## src/fau_pkg.sv

```systemverilog
// shared types and constants for the fraction arithmetic unit
package fau_pkg;

  typedef enum logic [1:0] {
    OP_ADD = 2'd0,
    OP_SUB = 2'd1,
    OP_MUL = 2'd2,
    OP_DIV = 2'd3
  } op_t;

  typedef enum logic [2:0] {
    ST_IDLE,
    ST_GCD_INIT,
    ST_GCD_RUN,
    ST_DIV_INIT,
    ST_DIV_RUN,
    ST_MUL,
    ST_FIN
  } state_t;

  localparam int unsigned NUM_OUT_W = 33;
  localparam int unsigned DEN_OUT_W = 32;
  localparam int unsigned FIELD_W   = 16;
  localparam int unsigned MUL_W     = 32;

  typedef struct packed {
    logic       load;
    logic       gcd_init;
    logic       gcd_step;
    logic       gcd_save;
    logic       div_init;
    logic       div_step;
    logic       div_write;
    logic       side;
    logic       part;
    logic       mul_en;
    logic [1:0] mul_idx;
    logic       out_load;
  } cmd_t;

  typedef struct packed {
    logic gcd_done;
    logic gcd_zero;
    logic div_done;
    logic out_busy;
  } status_t;

endpackage

```

## src/fau_ctrl.sv

```systemverilog
// controller state machine sequencing gcd, divisions and products
module fau_ctrl (
  input  logic             clk,
  input  logic             rst_n,
  input  logic             in_valid,
  output logic             in_ready,
  input  fau_pkg::status_t status,
  output fau_pkg::cmd_t    cmd
);

  fau_pkg::state_t state_r, state_nxt;
  logic            side_r, side_nxt;
  logic            part_r, part_nxt;
  logic [1:0]      mcnt_r, mcnt_nxt;

  always_ff @(posedge clk) begin
    if (!rst_n) begin
      state_r <= fau_pkg::ST_IDLE;
      side_r  <= 1'b0;
      part_r  <= 1'b0;
      mcnt_r  <= 2'd0;
    end else begin
      state_r <= state_nxt;
      side_r  <= side_nxt;
      part_r  <= part_nxt;
      mcnt_r  <= mcnt_nxt;
    end
  end

  always_comb begin
    state_nxt = state_r;
    side_nxt  = side_r;
    part_nxt  = part_r;
    mcnt_nxt  = mcnt_r;
    unique case (state_r)
      fau_pkg::ST_IDLE: begin
        if (in_valid) begin
          state_nxt = fau_pkg::ST_GCD_INIT;
          side_nxt  = 1'b0;
          part_nxt  = 1'b0;
        end
      end
      fau_pkg::ST_GCD_INIT: state_nxt = fau_pkg::ST_GCD_RUN;
      fau_pkg::ST_GCD_RUN: begin
        if (status.gcd_done) begin
          part_nxt = 1'b0;
          if (!status.gcd_zero) begin
            state_nxt = fau_pkg::ST_DIV_INIT;
          end else if (!side_r) begin
            state_nxt = fau_pkg::ST_GCD_INIT;
            side_nxt  = 1'b1;
          end else begin
            state_nxt = fau_pkg::ST_MUL;
            mcnt_nxt  = 2'd0;
          end
        end
      end
      fau_pkg::ST_DIV_INIT: state_nxt = fau_pkg::ST_DIV_RUN;
      fau_pkg::ST_DIV_RUN: begin
        if (status.div_done) begin
          if (!part_r) begin
            state_nxt = fau_pkg::ST_DIV_INIT;
            part_nxt  = 1'b1;
          end else if (!side_r) begin
            state_nxt = fau_pkg::ST_GCD_INIT;
            side_nxt  = 1'b1;
            part_nxt  = 1'b0;
          end else begin
            state_nxt = fau_pkg::ST_MUL;
            mcnt_nxt  = 2'd0;
          end
        end
      end
      fau_pkg::ST_MUL: begin
        mcnt_nxt = mcnt_r + 2'd1;
        if (mcnt_r == 2'd3) begin
          state_nxt = fau_pkg::ST_FIN;
        end
      end
      fau_pkg::ST_FIN: begin
        if (!status.out_busy) begin
          state_nxt = fau_pkg::ST_IDLE;
        end
      end
      default: state_nxt = fau_pkg::ST_IDLE;
    endcase
  end

  always_comb begin
    cmd         = '0;
    cmd.side    = side_r;
    cmd.part    = part_r;
    cmd.mul_idx = mcnt_r;
    in_ready    = 1'b0;
    unique case (state_r)
      fau_pkg::ST_IDLE: begin
        in_ready = 1'b1;
        cmd.load = in_valid;
      end
      fau_pkg::ST_GCD_INIT: cmd.gcd_init = 1'b1;
      fau_pkg::ST_GCD_RUN: begin
        cmd.gcd_save = status.gcd_done;
        cmd.gcd_step = !status.gcd_done;
      end
      fau_pkg::ST_DIV_INIT: cmd.div_init = 1'b1;
      fau_pkg::ST_DIV_RUN: begin
        cmd.div_write = status.div_done;
        cmd.div_step  = !status.div_done;
      end
      fau_pkg::ST_MUL: cmd.mul_en = 1'b1;
      fau_pkg::ST_FIN: cmd.out_load = !status.out_busy;
      default: cmd = '0;
    endcase
  end

endmodule

```

## config.mk

```make
export PLATFORM = sky130hd
export DESIGN_NAME = fau_ctrl
export DESIGN_NICKNAME = d
export VERILOG_FILES = /design/src/fau_pkg.sv /design/src/fau_ctrl.sv
export SDC_FILE = /design/constraint.sdc
export NUM_CORES = 1
export LEC_CHECK = 0
export BUFFER_PORTS_ARGS = -buffer_cell sky130_fd_sc_hd__buf_2
export CAP_MARGIN = 20
export CORE_AREA = 2 2 39 41
export CTS_BUF_LIST = sky130_fd_sc_hd__clkbuf_4 sky130_fd_sc_hd__clkbuf_8
export DETAILED_ROUTE_END_ITERATION = 6
export DIE_AREA = 0 0 41 43
export GPL_ROUTABILITY_DRIVEN = 0
export PLACE_DENSITY_LB_ADDON = 0.05
export SLEW_MARGIN = 20
export SYNTH_ARGS = -nofsm -noshare
export SYNTH_HDL_FRONTEND = slang
export SYNTH_SLANG_ARGS = --single-unit
```

## constraint.sdc

```tcl
create_clock -name clk -period 3.6 [get_ports clk]
set_clock_uncertainty 0.2 [all_clocks]
set_input_delay 0.54 -clock clk [delete_from_list [all_inputs] [get_ports clk]]
set_output_delay 0.54 -clock clk [all_outputs]
set_load 0.1 [all_outputs]
```

==> results of run 1 <==
[final timing paths]
check	startpoint	depth (start not counted)	endpoint
setup / recovery	state_r[2]	4	cmd[3]
hold / removal	part_r	2	part_r
setup reg to reg	state_r[2]	4	state_r[0]
hold reg to reg	part_r	2	part_r
[critical path, delay by kind of cell (launching register included)]
kind	cells	cell delay (ps)
flip-flops	1	630
buffers and inverters	2	510
AND/OR/NAND/NOR	2	470
[power by group]
group          switching (mW)  internal [mW]
logic                   0.161         0.0513
clock network          0.0335         0.0501
registers              0.0254         0.0858
[area by class of cell]
| class | count | area [sq um] | area share [%] |
|---|---|---|---|
| clock buffer | 4 | 30.0 | 4.32 |
| inverter | 3 | 11.3 | 1.62 |
| multi-input combinational | 57 | 394 | 56.7 |
| sequential | 7 | 140 | 20.1 |
| tap | 16 | 20.0 | 2.88 |
| timing repair buffer | 20 | 100 | 14.4 |
[state kept, by name (all words and copies together), names as in the netlist]
name,flops
mcnt_r,2
part_r,1
side_r,1
state_r,3
[cells by family after synthesis]
logic type | Yosys count | synth area share (%)
and+or+nand+nor | 38 | 42.5
adders and majority gates | 1 | 2.24
muxes | 2 | 3.58
DFF | 7 | 25.1
buffers and inverters | 7 | 6.26
AOI/OAI and AO/OA | 16 | 20.4
[synth_stat cells, drive strengths merged]
library cell,instances,share of area (%)
and4,1,1.6
and3b,1,1.6
nand2,7,4.7
o211a,1,1.8
a22o,1,1.6
nor2,3,2.0
nand4b,2,3.1
o21ai,3,2.7
o311a,1,1.8
nor2b,1,1.1
inv,3,2.0
and2,7,7.8
nand4,1,1.1
buf,3,3.6
o2bb2ai,1,1.6
a21oi,2,2.5
o21a,2,2.7
nor3,3,2.7
a21o,1,1.3
and2b,1,1.3
a31oi,2,2.2
nor3b,3,4.0
o22ai,2,2.2
and3,2,2.2
ha,1,2.2
mux2i,2,3.6
dfxtp,7,25
nand3,3,2.7
clkbuf,1,0.67
nor4b,2,5.4
nand2b,1,1.1
[per-layer routing]
metal / part of all wire (%) / GRT usage, %
met4: 2.4 / 12.0
met5: 0 / 0
met3: 6.0 / 1.57
met2: 44 / 25.6
met1: 47 / 25.7
[through the flow]
| stage | util, % | power [mW] | setup slack [ps] | hold slack (ps) | std cells |
|---|---|---|---|---|---|
| 4_1_cts | 50.3 | 0.407 | 1000 | 300 | 107 |
| 2_1_floorplan | - | 0.298 | 145 | 250 | 71 |
| 3_3_place_gp | 48.1 | 0.326 | 1300 | 285 | 103 |
| 3_5_place_dp | 48.1 | 0.325 | 1290 | 290 | 103 |
| 6_report | 50.3 | 0.408 | 986 | 295 | 107 |
| 5_1_grt | 50.3 | 0.428 | 869 | 321 | 107 |
==> results.cfg, run 1 <==
[outcome]
outcome = finished clean

[logic_synthesis]
synth.cell_area_sq_um = 559
synth_warnings = 0
yosys_register_bits = 7
synth_nets = 79
synthCells = 71
synth_cell_types = 35
synth_area_per_cell_sq_um = 7.88
synth-seq-area-share_pct = 25.1

[critical_path]
crit_type = reg -> out
cp_slowest_cell = dfxtp_1
crit_required_ps = 2860
end_kind = output pin
cp.arrival_ps = 1870
cp_max_fo = 15
r2r_setup_slack_ps = 1770
start_kind = flop
slowest_delay_ps = 630
crit_chain = and2b_1 > nand2_1 > inv_1 > buf_2

[floorplanning]
ioPinCount = 21
initial_core_util_pct = 40.4
die_h_um = 43
coreArea_sq_mm = 0.00138
rows = 14
dieArea_sq_mm = 0.00176
die_w_um = 41

[detailed_routing]
drt_iter0_drc = 8
drtPass1Iterations = 4
postRouteAntennaNets = 0
wl_per_cell_um = 13.0
vias = 601
drc_errors = 0
via_per_inst = 5.62
finalWirelength_mm = 1.39

[placement]
dp_hpwl_um = 1000
numPortBuffers = 20
dpl_cell_area_sq_um = 666

[finish]
n_fill_cell = 144
drive_gt1_share_pct = 33.0
diodes = 0
final_common_cell = buf_2
final_nets = 100
layout_common_cells = 20 x buf_2, 7 x and2_1, 7 x nand2_1, 7 x dfxtp_1, 4 x clkbuf_4
area_delta_synth_final_pct = 24.4
design_area_sq_um = 696

[clock_network]
cts_sinks = 7
cts_setup_buffers = 0
cts_made_buffers = 3
postCtsHoldBufs = 0
cts_tree = yes
clk-insertion-delay-late_ps = 260
cts_root_buffer = clkbuf_4
clk_path_buf_depth = 2
cts_resized = 0
clkTransAtPathRegs_ps = 60
htreeDepth = 1

[sta]
max_slew_margin_pct = 64.2
period_share_pct = 72.6
drv_slew = 0
rsz0062_at_grt = false
fin_crit_ps = 2610
tns_ps = 0
fmax_ghz = 0.383
hold_violations = 0
setup_viol = 0
worstMarginPinSlew_ps = 536

[run]
drv_cap = 0

[power]
power.density_mw_per_mm2 = 586
vdd_drop_max_mv = 0.325
power.leakage_nw = 0.344

[grt]
grt_max_degree = 17
grt_pass1_vias = 531
antenna_found_initial = 0
grt_pass1_wl_mm = 2.24
overflow = 0
track_usage_pct = 18.3

[hold_path]
hp-class = reg -> reg
Power figures use the tool's default switching activity.
==> run 2, diff against run 1 <==
--- a/config.mk
+++ b/config.mk
@@ -5,12 +5,13 @@
 export SDC_FILE = /design/constraint.sdc
 export NUM_CORES = 1
 export LEC_CHECK = 0
+export ABC_AREA = 1
 export BUFFER_PORTS_ARGS = -buffer_cell sky130_fd_sc_hd__buf_2
 export CAP_MARGIN = 20
-export CORE_AREA = 2 2 39 41
+export CORE_AREA = 2 2 40 42
 export CTS_BUF_LIST = sky130_fd_sc_hd__clkbuf_4 sky130_fd_sc_hd__clkbuf_8
 export DETAILED_ROUTE_END_ITERATION = 6
-export DIE_AREA = 0 0 41 43
+export DIE_AREA = 0 0 42 44
 export GPL_ROUTABILITY_DRIVEN = 0
 export PLACE_DENSITY_LB_ADDON = 0.05
 export SLEW_MARGIN = 20
==> constraint.sdc (replaced) <==
create_clock -name clk -period 2.4 [get_ports clk]
set_clock_uncertainty 0.2 [all_clocks]
set_input_delay 0.36 -clock clk [delete_from_list [all_inputs] [get_ports clk]]
set_output_delay 0.36 -clock clk [all_outputs]
set_load 0.1 [all_outputs]
==> results.cfg, run 2 <==
[finish]
top_regs = state_r: 3 flops, mcnt_r: 2 flops
final_common_cell = nand2_1
design_area_sq_um = 762
largest_reg_flops = 3
drive_gt1_share_pct = 33.9
regMostFlops = state_r
diodes = 0
final_nets = 133
area_delta_synth_final_pct = 25.8
layout_common_cells = 22 x nand2_1, 21 x inv_1, 20 x buf_2

[placement]
numPortBuffers = 20
dpl_cell_area_sq_um = 732
dp_hpwl_mm = 1.07

[grt]
grt_max_degree = 11
antenna_found_initial = 0
grt_pass1_vias = 578
track_usage_pct = 16.4
grt_pass1_wl_mm = 2.23
overflow = 0

[logic_synthesis]
synth_nets = 109
synth_top_cell_area_share_pct = 23.1
synth.cell_area_sq_um = 606
synthCells = 101
async_reset_ff_share_pct = 0
yosys_register_bits = 7
synth-seq-area-share_pct = 23.1
synth_area_per_cell_sq_um = 6.00
synth_top_cell_by_area = dfxtp_1
synthTopCellsByArea = dfxtp_1 23%, nand2_1 14%, inv_1 13%
synth_commonest_cells = 22 x nand2_1, 21 x inv_1, 11 x nand3_1, 10 x nor2_1, 7 x dfxtp_1
synth.most_common_cell = nand2_1
synth_cell_types = 21
synth_warnings = 0
synth_edf_count = 0
synthFlopType = dfxtp_1

[clock_network]
postCtsHoldBufs = 0
clkTransAtPathRegs_ps = 60
clk_path_buf_depth = 2
cts_root_buffer = clkbuf_4
cts_sinks = 7
cts_tree = yes
cts_made_buffers = 3
clk-insertion-delay-late_ps = 270
htreeDepth = 1
cts_setup_buffers = 0
cts_resized = 0

[floorplanning]
coreArea_sq_mm = 0.00142
die_h_um = 44
dieArea_sq_mm = 0.00185
die_w_um = 42
initial_core_util_pct = 42.7
rows = 14
ioPinCount = 21

[hold_path]
hp-class = in -> reg

[critical_path]
crit_required_ps = 1840
r2r_setup_slack_ps = 810
cp_max_fo = 10
cp.arrival_ps = 1620
crit_type = reg -> out
end_kind = output pin
start_kind = flop

[detailed_routing]
drtPass1Iterations = 3
postRouteAntennaNets = 0
via_per_inst = 4.75
drc_errors = 0
wl_per_cell_um = 9.80
drt_iter0_drc = 31
finalWirelength_mm = 1.37
vias = 665

[sta]
max_slew_margin_pct = 67.8
drv_slew = 0
rsz0062_at_grt = false
setup_viol = 0
period_share_pct = 91.0
whs_ps = 159
hold_violations = 0
worstMarginPinSlew_ps = 486
fin_crit_ps = 2180
fmax_ghz = 0.458

[power]
power.density_mw_per_mm2 = 766
total_power_uw = 584
power.leakage_nw = 0.469
vdd_drop_max_mv = 0.439

[outcome]
outcome = finished clean

[run]
drv_cap = 0
## run 2: changes by cell type after synthesis, sizes merged, moves of 3 or more
cell	before	now
nor2	3	14
nand2	7	24
nand3	3	14
inv	3	23
and2	7	0
a21oi	2	6
nor3b	3	0
## run 2: cell type report
cell class              count  area [sq um]
inverters                  23          86.3
fillers                   145           657
well taps                  16          20.0
clock buffers               4          30.0
multi-input cells          69           378
flip-flops and latches      7           140
repair buffers             21           108
## run 2: logic make-up after synthesis
group	share of synthesized area [%]
flops	23.1
compound gates	9.71
simple gates	47.1
buf+inv	18.0
fa+ha+maj	2.07
## run 2: path summary, 6_finish.rpt
| kind | startpoint | endpoint | cells after the start |
|---|---|---|---|
| setup / recovery | state_r[0] | cmd[12] | 4 |
| hold / removal | rst_n | part_r | 3 |
| setup reg to reg | state_r[0] | mcnt_r[1] | 7 |
| hold reg to reg | mcnt_r[0] | mcnt_r[0] | 3 |
## run 2: per-layer routing
metal	track usage, %	vias to the layer above	part of all wire (%)
met2	27.8	21	44
met1	17.6	278	47
met3	4.58	4	6.9
met5	0	-	0
met4	11.6	0	2.2
li1	-	362	-
## run 2: metrics by stage
stage	utilization (%)	setup WS (ps)	TNS, ps	instances
after detailed placement	51.6	510	0	136
after global routing	53.7	121	0	140
final	53.7	217	0	140
after CTS	53.7	225	0	140
after global placement	51.6	506	0	136
after floorplan	-	-387	-387	101
## run 2: power breakdown
part / internal, mW / total [mW] / switching (mW)
clock network: 0.0754 / 0.130 / 0.0543
registers: 0.129 / 0.154 / 0.0247
logic: 0.0578 / 0.300 / 0.242
total: 0.262 / 0.584 / 0.321
## run 2: worst max-delay path: stages, from the launching register on
cell     delay (ps)
dfxtp_1         430
nor2_2          260
nand2_1         140
nor2_2           90
buf_2           420
==> run 3, diff against run 2 <==
--- a/config.mk
+++ b/config.mk
@@ -8,12 +8,12 @@
 export ABC_AREA = 1
 export BUFFER_PORTS_ARGS = -buffer_cell sky130_fd_sc_hd__buf_2
 export CAP_MARGIN = 20
-export CORE_AREA = 2 2 40 42
+export CORE_AREA = 2 2 39 41
 export CTS_BUF_LIST = sky130_fd_sc_hd__clkbuf_4 sky130_fd_sc_hd__clkbuf_8
 export DETAILED_ROUTE_END_ITERATION = 6
-export DIE_AREA = 0 0 42 44
+export DIE_AREA = 0 0 41 43
 export GPL_ROUTABILITY_DRIVEN = 0
-export PLACE_DENSITY_LB_ADDON = 0.05
+export PLACE_DENSITY_LB_ADDON = 0.15
 export SLEW_MARGIN = 20
 export SYNTH_ARGS = -nofsm -noshare
 export SYNTH_HDL_FRONTEND = slang
==> constraint.sdc (replaced) <==
create_clock -name clk -period 2.55 [get_ports clk]
set_clock_uncertainty 0.2 [all_clocks]
set_input_delay 0.3825 -clock clk [delete_from_list [all_inputs] [get_ports clk]]
set_output_delay 0.3825 -clock clk [all_outputs]
set_load 0.1 [all_outputs]
==> results.cfg, run 3 (same netlist as run 2, synthesis figures left out) <==
[outcome]
outcome = finished clean

[finish]
final_common_cell = nand2_1
regMostFlops = state_r
area_delta_synth_final_pct = 23.8
top_regs = state_r: 3 flops, mcnt_r: 2 flops
seq_area_sq_um = 140
multi_input_area_sq_um = 373
n_fill_cell = 153
largest_reg_flops = 3
drive_gt1_share_pct = 31.7
layout_common_cells = 22 x nand2_1, 21 x inv_1, 20 x buf_2
diodes = 0
final_nets = 132

[critical_path]
reg2reg_from = state_r[2]
rr_endpoint = mcnt_r[1]
cp.arrival_ps = 1770
crit_type = reg -> out
reg2reg_depth = 7
r2r_setup_slack_ps = 780
crit_chain = inv_1 > nor4_2 > buf_2
end_kind = output pin
cp_max_fo = 13
slowest_delay_ps = 600
cp_slowest_cell = dfxtp_1
start_kind = flop
crit_required_ps = 1970

[grt]
top_usage_layer = met2
grt_pass1_wl_mm = 2.21
grtUsageMet1_pct = 22.1
grt_max_degree = 14
use_met3_pct = 1.57
use_met2_pct = 28.7
antenna_found_initial = 0
grt_pass1_vias = 574
track_usage_pct = 17.9
overflow = 0

[placement]
dp_hpwl_mm = 1.09
dp_slack_ps = 469
numPortBuffers = 20

[sta]
max_slew_margin_pct = 67.9
fin_crit_ps = 2350
fmax_ghz = 0.425
period_share_pct = 92.2
worst_slack_ps = 199
rsz0062_at_grt = false
worstMarginPinSlew_ps = 485
drv_slew = 0
hold_violations = 0
whs_ps = 207
setup_viol = 0

[hold_path]
hold_depth = 3
hold_start = rst_n
hold_end = part_r
hp-class = in -> reg

[floorplanning]
initial_core_util_pct = 43.8
dieArea_sq_mm = 0.00176
coreArea_sq_mm = 0.00138
ioPinCount = 21
die_h_um = 43
rows = 14
die_w_um = 41

[clock_network]
cts_sinks = 7
clk-insertion-delay-late_ps = 250
cts_root_buffer = clkbuf_4
postCtsHoldBufs = 0
clk_path_buf_depth = 2
htreeDepth = 1
cts_resized = 0
clkTransAtPathRegs_ps = 50
cts_tree = yes
cts_made_buffers = 3
cts_setup_buffers = 0

[detailed_routing]
drtPass1Iterations = 4
via_per_inst = 4.84
drt_iter0_drc = 6
drc_errors = 0
vias = 673
finalWirelength_mm = 1.35
postRouteAntennaNets = 0
wl_per_cell_um = 9.70

[power]
power.leakage_nw = 0.464
vdd_drop_max_mv = 0.395
power.density_mw_per_mm2 = 713

[run]
drv_cap = 0
-- run 3: critical path: cells and delay by family, from the launching register on --
kind / cells / cell delay [ps]
buf+inv: 2 / 690
simple gates: 1 / 230
flops: 1 / 600
-- run 3: area by class of cell --
type | count | share of cell area [%]
Inverter | 23 | 11.5
Multi-Input combinational cell | 69 | 49.7
Sequential cell | 7 | 18.7
Timing Repair Buffer | 20 | 13.4
Clock buffer | 4 | 4.01
Tap cell | 16 | 2.67
-- run 3: stage by stage --
step / TNS [ps] / util [%] / area (sq um) / power (mW) / std cells
after floorplan: -260 / - / 622 / 0.389 / 101
after CTS: 0 / 54.2 / 749 / 0.540 / 139
after detailed placement: 0 / 52.0 / 719 / 0.426 / 135
final: 0 / 54.2 / 749 / 0.535 / 139
after global routing: 0 / 54.2 / 749 / 0.565 / 139
after global placement: 0 / 52.0 / 719 / 0.426 / 135
-- run 3: per-layer routing --
metal / part of all wire (%) / wire length (um) / vias up
met1: 47 / 634 / 292
li1: - / - / 360
met3: 4.5 / 60 / 4
met2: 47 / 636 / 17
met5: 0 / 0 / -
met4: 1.3 / 17 / 0
-- run 3: worst max path at each step --
stage / cells after the start / start / slack [ps] / end
2_1_floorplan: 2 / state_r[2] / -260 / cmd[6]
3_3_place_gp: 3 / state_r[2] / 510 / cmd[6]
3_5_place_dp: 3 / state_r[2] / 470 / cmd[6]
4_1_cts: 3 / state_r[2] / 200 / cmd[6]
5_1_grt: 3 / state_r[2] / 80 / cmd[6]
6_report: 3 / state_r[2] / 200 / cmd[6]
-- run 3: report_power, final --
group / leakage (nW) / switching (mW) / internal (mW)
sequential: 0.0572 / 0.0235 / 0.122
clock: 0.0184 / 0.0410 / 0.0703
combinational: 0.388 / 0.225 / 0.0532
total: 0.464 / 0.289 / 0.245
